## config.mk

```make
export PLATFORM = sky130hd
export DESIGN_NAME = averaged_light_level_classifier
export DESIGN_NICKNAME = d
export VERILOG_FILES = /design/src/design/lalc_pkg.sv /design/src/design/lalc_regs.sv /design/src/design/lalc_window.sv /design/src/design/lalc_classify.sv /design/src/design/averaged_light_level_classifier.sv
export SDC_FILE = /design/constraint.sdc
export NUM_CORES = 1
export LEC_CHECK = 0
export BUFFER_PORTS_ARGS = -buffer_cell sky130_fd_sc_hd__buf_2
export CORE_MARGIN = 2
export CORE_UTILIZATION = 60
export CTS_CLUSTER_DIAMETER = 150
export DETAILED_ROUTE_END_ITERATION = 16
export GPL_TIMING_DRIVEN = 1
export MAX_ROUTING_LAYER = met4
export PLACE_DENSITY_LB_ADDON = 0.2
export SETUP_SLACK_MARGIN = 0.1
export SYNTH_ARGS = -nofsm -noshare
export SYNTH_HDL_FRONTEND = slang
export SYNTH_SLANG_ARGS = --single-unit
```

## constraint.sdc

```tcl
create_clock -name clk -period 4.45 [get_ports clk]
set_clock_uncertainty 0.15 [all_clocks]
set_input_delay 0.89 -clock clk [delete_from_list [all_inputs] [get_ports clk]]
set_output_delay 0.89 -clock clk [all_outputs]
set_load 0.005 [all_outputs]
```

## src/design/lalc_pkg.sv

```systemverilog
// ============================================================================
// lalc_pkg
// Shared types and constants for the averaged light level classifier.
// ============================================================================
package lalc_pkg;

    // Default window shape
    localparam int WINDOW_LEN_DEF  = 8;
    localparam int SAMPLE_BITS_DEF = 12;

    // Fixed field widths
    localparam int IN_BITS    = 12;   // sample port
    localparam int AVG_BITS   = 12;   // average port
    localparam int CFG_BITS   = 12;   // band edge registers
    localparam int CMP_BITS   = 16;   // compare width, covers samples up to 16 bits
    localparam int ADDR_BITS  = 5;    // eight word slots, five registers used
    localparam int DATA_BITS  = 32;
    localparam int IDX_BITS   = ADDR_BITS - 2;

    // Register reset values
    localparam logic [CFG_BITS-1:0] LIGHT_UPPER_RST  = 12'd1200;
    localparam logic [CFG_BITS-1:0] MEDIUM_LOWER_RST = 12'd1400;
    localparam logic [CFG_BITS-1:0] MEDIUM_UPPER_RST = 12'd2400;
    localparam logic [CFG_BITS-1:0] DARK_LOWER_RST   = 12'd2600;
    localparam logic [CFG_BITS-1:0] FULL_SCALE_RST   = 12'd4095;

    typedef enum logic [1:0] {
        LVL_LIGHT  = 2'd0,
        LVL_MEDIUM = 2'd1,
        LVL_DARK   = 2'd2
    } level_t;

    typedef enum logic [IDX_BITS-1:0] {
        REG_LIGHT_UPPER  = 3'd0,
        REG_MEDIUM_LOWER = 3'd1,
        REG_MEDIUM_UPPER = 3'd2,
        REG_DARK_LOWER   = 3'd3,
        REG_FULL_SCALE   = 3'd4
    } reg_idx_t;

    typedef struct packed {
        logic [CFG_BITS-1:0] light_upper;
        logic [CFG_BITS-1:0] medium_lower;
        logic [CFG_BITS-1:0] medium_upper;
        logic [CFG_BITS-1:0] dark_lower;
        logic [CFG_BITS-1:0] full_scale;
    } cfg_t;

endpackage

```

## src/design/lalc_regs.sv

```systemverilog
// ============================================================================
// lalc_regs
// APB register file holding the five band edge registers.
// ============================================================================
module lalc_regs
(
    input  logic                           clk,
    input  logic                           rst_n,
    input  logic                           psel,
    input  logic                           penable,
    input  logic                           pwrite,
    input  logic [lalc_pkg::ADDR_BITS-1:0] paddr,
    input  logic [lalc_pkg::DATA_BITS-1:0] pwdata,
    output logic [lalc_pkg::DATA_BITS-1:0] prdata,
    output logic                           pready,
    output lalc_pkg::cfg_t                 cfg
);

    lalc_pkg::cfg_t     cfg_reg;
    lalc_pkg::cfg_t     cfg_next;
    lalc_pkg::reg_idx_t idx;
    logic               wr_en;
    logic [lalc_pkg::CFG_BITS-1:0] wr_val;
    logic [lalc_pkg::CFG_BITS-1:0] rd_val;

    assign idx    = lalc_pkg::reg_idx_t'(paddr[lalc_pkg::ADDR_BITS-1:2]);
    assign wr_en  = psel && penable && pwrite;
    assign wr_val = pwdata[lalc_pkg::CFG_BITS-1:0];
    assign pready = 1'b1;

    always_comb
    begin
        cfg_next = cfg_reg;
        if (wr_en)
        begin
            unique case (idx)
                lalc_pkg::REG_LIGHT_UPPER:  cfg_next.light_upper  = wr_val;
                lalc_pkg::REG_MEDIUM_LOWER: cfg_next.medium_lower = wr_val;
                lalc_pkg::REG_MEDIUM_UPPER: cfg_next.medium_upper = wr_val;
                lalc_pkg::REG_DARK_LOWER:   cfg_next.dark_lower   = wr_val;
                lalc_pkg::REG_FULL_SCALE:   cfg_next.full_scale   = wr_val;
                default:                    cfg_next = cfg_reg;  // unmapped
            endcase
        end
    end

    always_comb
    begin
        unique case (idx)
            lalc_pkg::REG_LIGHT_UPPER:  rd_val = cfg_reg.light_upper;
            lalc_pkg::REG_MEDIUM_LOWER: rd_val = cfg_reg.medium_lower;
            lalc_pkg::REG_MEDIUM_UPPER: rd_val = cfg_reg.medium_upper;
            lalc_pkg::REG_DARK_LOWER:   rd_val = cfg_reg.dark_lower;
            lalc_pkg::REG_FULL_SCALE:   rd_val = cfg_reg.full_scale;
            default:                    rd_val = '0;
        endcase
    end

    assign prdata = lalc_pkg::DATA_BITS'(rd_val);
    assign cfg    = cfg_reg;

    always_ff @(posedge clk or negedge rst_n)
    begin
        if (!rst_n)
        begin
            cfg_reg.light_upper  <= lalc_pkg::LIGHT_UPPER_RST;
            cfg_reg.medium_lower <= lalc_pkg::MEDIUM_LOWER_RST;
            cfg_reg.medium_upper <= lalc_pkg::MEDIUM_UPPER_RST;
            cfg_reg.dark_lower   <= lalc_pkg::DARK_LOWER_RST;
            cfg_reg.full_scale   <= lalc_pkg::FULL_SCALE_RST;
        end
        else
        begin
            cfg_reg <= cfg_next;
        end
    end

endmodule

```

## src/design/lalc_window.sv

```systemverilog
// ============================================================================
// lalc_window
// Sample delay line and running window sum; the sum is the stage-1 register.
// ============================================================================
module lalc_window
#(
    parameter int WINDOW_LEN  = lalc_pkg::WINDOW_LEN_DEF,
    parameter int SAMPLE_BITS = lalc_pkg::SAMPLE_BITS_DEF,
    parameter int SUM_BITS    = SAMPLE_BITS + $clog2(WINDOW_LEN)
)
(
    input  logic                   clk,
    input  logic                   rst_n,
    input  logic                   load,
    input  logic [SAMPLE_BITS-1:0] sample_in,
    output logic [SUM_BITS-1:0]    sum
);

    // tap 0 newest, last tap is the sample that drops out next
    logic [SAMPLE_BITS-1:0] taps_reg [WINDOW_LEN];
    logic [SUM_BITS-1:0]    sum_reg;
    logic [SUM_BITS-1:0]    sum_next;

    assign sum_next = sum_reg - SUM_BITS'(taps_reg[WINDOW_LEN-1])
                              + SUM_BITS'(sample_in);
    assign sum      = sum_reg;

    always_ff @(posedge clk or negedge rst_n)
    begin
        if (!rst_n)
        begin
            sum_reg <= '0;
            for (int i = 0; i < WINDOW_LEN; i++)
            begin
                taps_reg[i] <= '0;
            end
        end
        else if (load)
        begin
            sum_reg     <= sum_next;
            taps_reg[0] <= sample_in;
            for (int i = 1; i < WINDOW_LEN; i++)
            begin
                taps_reg[i] <= taps_reg[i-1];
            end
        end
    end

endmodule

```

## src/design/lalc_classify.sv

```systemverilog
// ============================================================================
// lalc_classify
// Divides the window sum by the window length and applies the level bands.
// ============================================================================
module lalc_classify
#(
    parameter int WINDOW_LEN  = lalc_pkg::WINDOW_LEN_DEF,
    parameter int SAMPLE_BITS = lalc_pkg::SAMPLE_BITS_DEF,
    parameter int SUM_BITS    = SAMPLE_BITS + $clog2(WINDOW_LEN)
)
(
    input  logic                          clk,
    input  logic                          rst_n,
    input  logic                          load,
    input  logic [SUM_BITS-1:0]           sum,
    input  lalc_pkg::cfg_t                cfg,
    output lalc_pkg::level_t              level,
    output logic [lalc_pkg::AVG_BITS-1:0] average
);

    // floor(x / N) == (x * ceil(2^K / N)) >> K, exact for x < 2^SUM_BITS
    localparam int SHIFT    = SUM_BITS + $clog2(WINDOW_LEN);
    localparam int RECIP_W  = SUM_BITS + 1;
    localparam int PROD_W   = SUM_BITS + RECIP_W;
    localparam longint unsigned RECIP_VAL =
        ((64'd1 << SHIFT) + 64'(WINDOW_LEN) - 64'd1) / 64'(WINDOW_LEN);
    localparam logic [RECIP_W-1:0] RECIP = RECIP_W'(RECIP_VAL);

    logic [PROD_W-1:0]              prod;
    logic [SAMPLE_BITS-1:0]         quot;
    logic [lalc_pkg::CMP_BITS-1:0]  avg_c;
    logic [lalc_pkg::CMP_BITS-1:0]  lu;
    logic [lalc_pkg::CMP_BITS-1:0]  ml;
    logic [lalc_pkg::CMP_BITS-1:0]  mu;
    logic [lalc_pkg::CMP_BITS-1:0]  dl;
    logic [lalc_pkg::CMP_BITS-1:0]  fs;
    lalc_pkg::level_t               level_reg;
    lalc_pkg::level_t               level_next;
    logic [lalc_pkg::AVG_BITS-1:0]  avg_reg;

    assign prod  = PROD_W'(sum) * PROD_W'(RECIP);
    assign quot  = prod[SHIFT +: SAMPLE_BITS];
    assign avg_c = lalc_pkg::CMP_BITS'(quot);
    assign lu    = lalc_pkg::CMP_BITS'(cfg.light_upper);
    assign ml    = lalc_pkg::CMP_BITS'(cfg.medium_lower);
    assign mu    = lalc_pkg::CMP_BITS'(cfg.medium_upper);
    assign dl    = lalc_pkg::CMP_BITS'(cfg.dark_lower);
    assign fs    = lalc_pkg::CMP_BITS'(cfg.full_scale);

    // first matching test wins
    always_comb
    begin
        priority if (avg_c <= lu)
            level_next = lalc_pkg::LVL_LIGHT;
        else if (avg_c >= ml && avg_c <= mu)
            level_next = lalc_pkg::LVL_MEDIUM;
        else if (avg_c >= dl && avg_c <= fs)
            level_next = lalc_pkg::LVL_DARK;
        else if (avg_c > lu && avg_c < ml &&
                 level_reg != lalc_pkg::LVL_LIGHT && level_reg != lalc_pkg::LVL_MEDIUM)
            level_next = lalc_pkg::LVL_LIGHT;
        else if (avg_c > mu && avg_c < dl &&
                 level_reg != lalc_pkg::LVL_MEDIUM && level_reg != lalc_pkg::LVL_DARK)
            level_next = lalc_pkg::LVL_MEDIUM;
        else
            level_next = level_reg;
    end

    // level register doubles as the hysteresis state
    always_ff @(posedge clk or negedge rst_n)
    begin
        if (!rst_n)
        begin
            level_reg <= lalc_pkg::LVL_DARK;
        end
        else if (load)
        begin
            level_reg <= level_next;
        end
    end

    always_ff @(posedge clk)
    begin
        if (load)
        begin
            avg_reg <= lalc_pkg::AVG_BITS'(quot);
        end
    end

    assign level   = level_reg;
    assign average = avg_reg;

endmodule

```

## src/design/averaged_light_level_classifier.sv

```systemverilog
// ============================================================================
// averaged_light_level_classifier
// Moving-average light level detector with hysteresis between bands.
// ============================================================================
// Each request carries one light-sensor sample. The block keeps the last
// WINDOW_LEN samples (zero after reset) and their running sum, and returns
// one result per request: the truncated window average and the level
// (0 light, 1 medium, 2 dark) after that sample. Averages between bands keep
// the previous level, except that dark in the light/medium gap becomes light
// and light in the medium/dark gap becomes medium; the level is dark after
// reset. The edge that accepts the request updates the delay line and
// running sum; once the result register is free, a later edge divides by
// the window length (a constant reciprocal multiply), classifies and
// loads the result register. One
// request per cycle is sustained; in_ready drops only while both the sum
// stage and the result register are full and out_ready is low. Band edge
// registers sit on the APB port at byte offsets 0x00 light_upper,
// 0x04 medium_lower, 0x08 medium_upper, 0x0C dark_lower, 0x10 full_scale,
// 12 bits each; write them only while no request is in flight.
// ============================================================================
module averaged_light_level_classifier
#(
    parameter int WINDOW_LEN  = lalc_pkg::WINDOW_LEN_DEF,
    parameter int SAMPLE_BITS = lalc_pkg::SAMPLE_BITS_DEF
)
(
    input  logic                           clk,
    input  logic                           rst_n,

    // sample requests
    input  logic                           in_valid,
    output logic                           in_ready,
    input  logic [lalc_pkg::IN_BITS-1:0]   sample,

    // results
    output logic                           out_valid,
    input  logic                           out_ready,
    output logic [1:0]                     level,
    output logic [lalc_pkg::AVG_BITS-1:0]  average,

    // configuration
    input  logic                           psel,
    input  logic                           penable,
    input  logic                           pwrite,
    input  logic [lalc_pkg::ADDR_BITS-1:0] paddr,
    input  logic [lalc_pkg::DATA_BITS-1:0] pwdata,
    output logic [lalc_pkg::DATA_BITS-1:0] prdata,
    output logic                           pready
);

    localparam int SUM_BITS = SAMPLE_BITS + $clog2(WINDOW_LEN);

    lalc_pkg::cfg_t         cfg;
    lalc_pkg::level_t       lvl;
    logic [SUM_BITS-1:0]    sum;
    logic [SAMPLE_BITS-1:0] sample_in;

    logic s1_valid_reg;
    logic s1_valid_next;
    logic out_valid_reg;
    logic out_valid_next;
    logic in_take;     // request accepted into the sum stage
    logic s2_load;     // sum stage moves into the result register

    // bits above SAMPLE_BITS are dropped, narrower samples zero-extend
    assign sample_in = SAMPLE_BITS'(sample);

    assign s2_load  = s1_valid_reg && (!out_valid_reg || out_ready);
    assign in_ready = !s1_valid_reg || s2_load;
    assign in_take  = in_valid && in_ready;

    always_comb
    begin
        s1_valid_next = s1_valid_reg;
        if (in_take)
            s1_valid_next = 1'b1;
        else if (s2_load)
            s1_valid_next = 1'b0;

        out_valid_next = out_valid_reg;
        if (s2_load)
            out_valid_next = 1'b1;
        else if (out_ready)
            out_valid_next = 1'b0;
    end

    always_ff @(posedge clk or negedge rst_n)
    begin
        if (!rst_n)
        begin
            s1_valid_reg  <= 1'b0;
            out_valid_reg <= 1'b0;
        end
        else
        begin
            s1_valid_reg  <= s1_valid_next;
            out_valid_reg <= out_valid_next;
        end
    end

    lalc_regs u_regs
    (
        .clk     (clk),
        .rst_n   (rst_n),
        .psel    (psel),
        .penable (penable),
        .pwrite  (pwrite),
        .paddr   (paddr),
        .pwdata  (pwdata),
        .prdata  (prdata),
        .pready  (pready),
        .cfg     (cfg)
    );

    lalc_window
    #(
        .WINDOW_LEN  (WINDOW_LEN),
        .SAMPLE_BITS (SAMPLE_BITS),
        .SUM_BITS    (SUM_BITS)
    )
    u_window
    (
        .clk       (clk),
        .rst_n     (rst_n),
        .load      (in_take),
        .sample_in (sample_in),
        .sum       (sum)
    );

    lalc_classify
    #(
        .WINDOW_LEN  (WINDOW_LEN),
        .SAMPLE_BITS (SAMPLE_BITS),
        .SUM_BITS    (SUM_BITS)
    )
    u_classify
    (
        .clk     (clk),
        .rst_n   (rst_n),
        .load    (s2_load),
        .sum     (sum),
        .cfg     (cfg),
        .level   (lvl),
        .average (average)
    );

    assign level     = lvl;
    assign out_valid = out_valid_reg;

endmodule

```

After elaboration in Yosys (flattened, before gate mapping) --
Cells that the tools add are included.
Operators by class: $add $sub $neg 2, magnitude comparators 9, equality and inequality tests 6, muxes and demuxes 10, reductions and logical operators 27
Operators by type and width (number):
- $pmux 12 s5 | 1
- $le 12x12->1 | 3
- $ge 12x12->1 | 2
- $gt 12x12->1 | 2
- $lt 12x12->1 | 2
- $add 15x12->15 | 1
- $sub 15x12->15 | 1
- $logic_and 1x1->1 | 12
- $reduce_and 2->1 | 6
- $mux 2 | 5
- $eq 3x2->1 const B | 2
- $reduce_bool 2->1 | 3
- $reduce_bool 5->1 | 1
- $mux 1 | 4
- $eq 3x1->1 const B | 1
- $eq 3x3->1 const B | 1
- $logic_not 3->1 | 1
- $logic_not 1->1 | 2
- $logic_or 1x1->1 | 2
- $ne 2x1->1 const B | 1
- $ne 2x2->1 const B | 1
Storage, ports and cells: bits in registers 187, input bits 56, logic and storage cells 72

Logic depth before layout (Yosys ltp) --
depth after elaboration 9, depth in mapped cells 13, mapped depth without buffers 13

By module --
A second synthesis with hierarchy kept.
Unflattened totals: cells, all modules 862, area, all modules 10386.2 µm²
By module, submodules not included:
- lalc_window | instances 1, cells each 400, area each 5233.8 µm², seq. area each 2777.7 µm²
- lalc_regs | instances 1, cells each 217, area each 3017.9 µm², seq. area each 1539.0 µm²
- lalc_classify | instances 1, cells each 237, area each 2030.7 µm², seq. area each 411.6 µm²
- averaged_light_level_classifier | instances 1, cells each 8, area each 103.8 µm², seq. area each 50.0 µm²

Worst setup path after synthesis --
No wires, ideal clock.
kind input-to-reg, start point input sample[1] (netlist bit), end point register u_window.sum_reg[9] (netlist: u_window.sum[9]), data arrival time 2.950 ns, required time 4.169 ns, path slack 1.219 ns, stages on the path 11, path buffers 0, cell sequence inv_1 fa_1 inv_1 ha_1 a21o_1 a21boi_1 o21bai_4 a31o_1 a21oi_1 xor2_1 o21ai_1
Between the ends: longest elaborated chain between the ends 1
Ends and longest elaborated chain:
- start: declaration | RTL line averaged_light_level_classifier.sv:33 | input logic [lalc_pkg::IN_BITS-1:0] sample,
- $add 15x12->15 | RTL line lalc_window.sv:25 | + SUM_BITS'(sample_in);
- end signal: assignment | RTL line lalc_window.sv:40 | sum_reg <= sum_next;
- end: declaration | RTL line lalc_window.sv:21 | logic [SUM_BITS-1:0] sum_reg;
No other way between the ends. A chain may end at the register's enable or synchronous reset.

Worst setup path after layout --
start point input paddr[2] (netlist bit), end point output prdata[6] (netlist bit)
Between the ends: longest elaborated chain between the ends 2, elaborated cells between the ends (all ways) 6, classes of those cells eq/ne (4); mux (1); reduce/logical (1)
Ends and longest elaborated chain:
- start: declaration | RTL line averaged_light_level_classifier.sv:45 | input logic [lalc_pkg::ADDR_BITS-1:0] paddr,
- $eq 3x3->1 (tied with other cells) | RTL line lalc_regs.sv:49 | unique case (idx)
- $pmux 12 s5 * | RTL line lalc_regs.sv:49
- end: declaration | RTL line averaged_light_level_classifier.sv:47 | output logic [lalc_pkg::DATA_BITS-1:0] prdata,
Every way passes the cells marked *; elsewhere a longest branch is shown, timed or not.

==> impl_metrics.json <==
{
  "yosys_warnings": 0,
  "yosysSeqAreaShare_pct": 48.1,
  "synth_cell_types": 56,
  "period_share_pct": 78.9,
  "pin_count": 105,
  "synthFlopType": "dfrtp_1",
  "vias_per_cell": 5.51,
  "avgSynthCellArea_sq_um": 11.0,
  "grt_pass1_wl_um": 32800,
  "clock_latency_ps": 430,
  "start_util_pct": 60.6,
  "power.density_nw_per_um2": 674,
  "port_buffers": 61,
  "tritoncts": "built",
  "synthArstFlopShare_pct": 93.6,
  "syn-cell-area_sq_um": 9930,
  "synthCells": 905,
  "drv_slew": 0,
  "cts_sinks": 187,
  "overflow": 0,
  "firstDrtPassIters": 5,
  "r2r_slack_ps": 1420,
  "postCtsSetupRepairBufs": 0,
  "grt_usage_pct": 24.4,
  "p_leak_nw": 5.23,
  "synth-edff-count": 12,
  "rows": 47,
  "wl_per_cell_um": 16.2,
  "drcViolationCount": 0,
  "r2r_cells": 11,
  "crit_path_end_kind": "primary output",
  "cts.repair.resized": 0,
  "coreArea_sq_um": 16400,
  "cp_max_fo": 30,
  "via_count": 6573,
  "finalWirelength_um": 19400,
  "diodes": 0,
  "fmax_mhz": 285,
  "antenna_found_initial": 0,
  "cts.clk_slew.worst_paths_ps": 60,
  "tightest_slew_ps": 857,
  "fillers": 1242,
  "worstSetupPathType": "input pin to primary output",
  "die_area_sq_um": 17600,
  "setup-tns-final_ps": 0,
  "final_antenna_net_count": 0,
  "synth.ff_latch_count": 187,
  "hpwl_um": 13700,
  "slew-limit-headroom_pct": 42.7,
  "gp_congestion": 0.914,
  "hold_path_class": "input pin to async pin",
  "grt_pass1_vias": 6545,
  "drt_iter0_markers": 397,
  "die_h_um": 133,
  "worst_ep_required_time_ps": 3410,
  "fin_crit_ps": 3510,
  "cts_hold_buf": 0,
  "die_w_um": 133,
  "htreeDepth": 4,
  "area_delta_synth_final_pct": 11.1,
  "startpoint_type": "input pin",
  "crit_arrival_ps": 2470,
  "utilization_pct": 67.3,
  "largest_reg_flops": 96,
  "ir_drop_mv": 0.373,
  "max_cap_viol_count": 0,
  "hold_viol": 0,
  "final_nets": 1103,
  "cts_buffer_depth": 2,
  "r2r-start": "u_window.sum[5]$_DFFE_PN0P_",
  "numCtsBuffers": 17,
  "outcome": "completed",
  "grt_max_degree": 91,
  "rsz0062_at_grt": "no",
  "r2r_end": "u_window.sum[14]$_DFFE_PN0P_",
  "setup_violations": 0,
  "cts-root-buf": "clkbuf_16",
  "drive_gt1_share_pct": 26.5
}
[metal layers]
layer | vias up | part of all wire [%] | track usage (%)
li1 | 3193 | - | -
met1 | 3194 | 44 | 30.8
met2 | 148 | 50 | 39.6
met3 | 38 | 3.5 | 4.21
met4 | 0 | 3.0 | 9.32
met5 | - | 0 | -
[logic make-up after synthesis]
family          after synthesis  share of synthesized area (%)
buf+inv                     163                           7.10
xor+xnor                     12                           1.06
mux                         115                           13.0
compound gates              177                           11.3
other cells                   2                         0.0756
simple gates                162                           7.51
flops                       187                           48.1
fa+ha+maj                    87                           11.9
[cells in the final DEF (no fill, tap or decap), types with 10 or more instances in the layout]
cell	synthesis	routed
nand4_1	14	14
inv_1	108	108
mux2_2	114	114
a22oi_1	22	22
conb_1	2	21
nand2b_1	10	10
dfstp_2	31	31
o21ai_0	65	65
nand2_1	87	86
edfxtp_1	12	12
buf_2	12	60
nor2_1	19	19
o22ai_1	12	12
ha_1	75	75
a21oi_1	25	25
dfrtp_1	144	144
fa_1	12	12
clkbuf_16	0	18
[power by group]
group	internal, mW	switching [mW]	total [mW]	leakage [nW]
clock	0.941	0.649	1.59	0.304
combinational	1.45	1.63	3.07	2.73
sequential	2.34	0.430	2.77	2.19
[Yosys cell counts, drive strengths merged (2+ instances only)]
cell type | instances | area, sq um
nand3b | 2 | 15.0
a211o | 3 | 26.3
o22ai | 12 | 75.1
nor2 | 19 | 71.3
o21bai | 2 | 26.3
ha | 75 | 938
nand3 | 7 | 35.0
nor3 | 6 | 35.0
conb | 2 | 7.51
o211ai | 5 | 37.5
a21oi | 27 | 143
a31oi | 8 | 56.3
edfxtp | 12 | 360
and2 | 2 | 12.5
xor2 | 7 | 61.3
nand2b | 10 | 62.6
dfstp | 31 | 815
nand4 | 14 | 87.6
a221oi | 2 | 30.0
inv | 108 | 405
fa | 12 | 240
a211oi | 4 | 35.0
mux2 | 114 | 1280
buf | 36 | 229
clkbuf | 19 | 71.3
a21boi | 2 | 18.8
and3 | 2 | 12.5
or3 | 3 | 18.8
a22oi | 22 | 165
o21ai | 74 | 370
dfrtp | 144 | 3600
nor2b | 6 | 37.5
nand2 | 87 | 327
a21o | 9 | 67.6
xnor2 | 5 | 43.8
[critical path: stages]
cell and delay [ps]:
buf_2 450, nor2b_1 430, buf_4 260, a22oi_1 100, o22ai_1 180, buf_2 150
[cell type report]
type	count	area [sq um]	area share (%)
Clock buffer	21	472	4.27
Tap cell	220	275	2.49
Timing Repair Buffer	72	419	3.80
Inverter	108	405	3.67
Multi-Input combinational cell	574	4530	41.0
Sequential cell	187	4780	43.3
Clock inverter	11	155	1.41
[worst max path at each step]
stage              start                     endpoint  depth (start not counted)
2_1_floorplan  sample[1]  u_window.sum[9]$_DFFE_PN0P_                         11
3_3_place_gp   sample[1]  u_window.sum[9]$_DFFE_PN0P_                         12
3_5_place_dp   sample[1]  u_window.sum[9]$_DFFE_PN0P_                         12
4_1_cts         paddr[2]                    prdata[6]                          6
5_1_grt         paddr[2]                    prdata[6]                          6
6_report        paddr[2]                    prdata[6]                          6
[stage by stage]
stage,setup WS (ps),power [mW],std cells,hold WS [ps],area (sq um)
4_1_cts,949,7.49,1193,202,11000
6_report,938,7.43,1193,205,11000
3_3_place_gp,953,5.71,1161,313,10400
3_5_place_dp,902,5.85,1161,311,10400
5_1_grt,774,8.05,1193,218,11000
2_1_floorplan,1220,5.07,924,296,10000
Note: power is estimated with default switching activity, not from simulation.
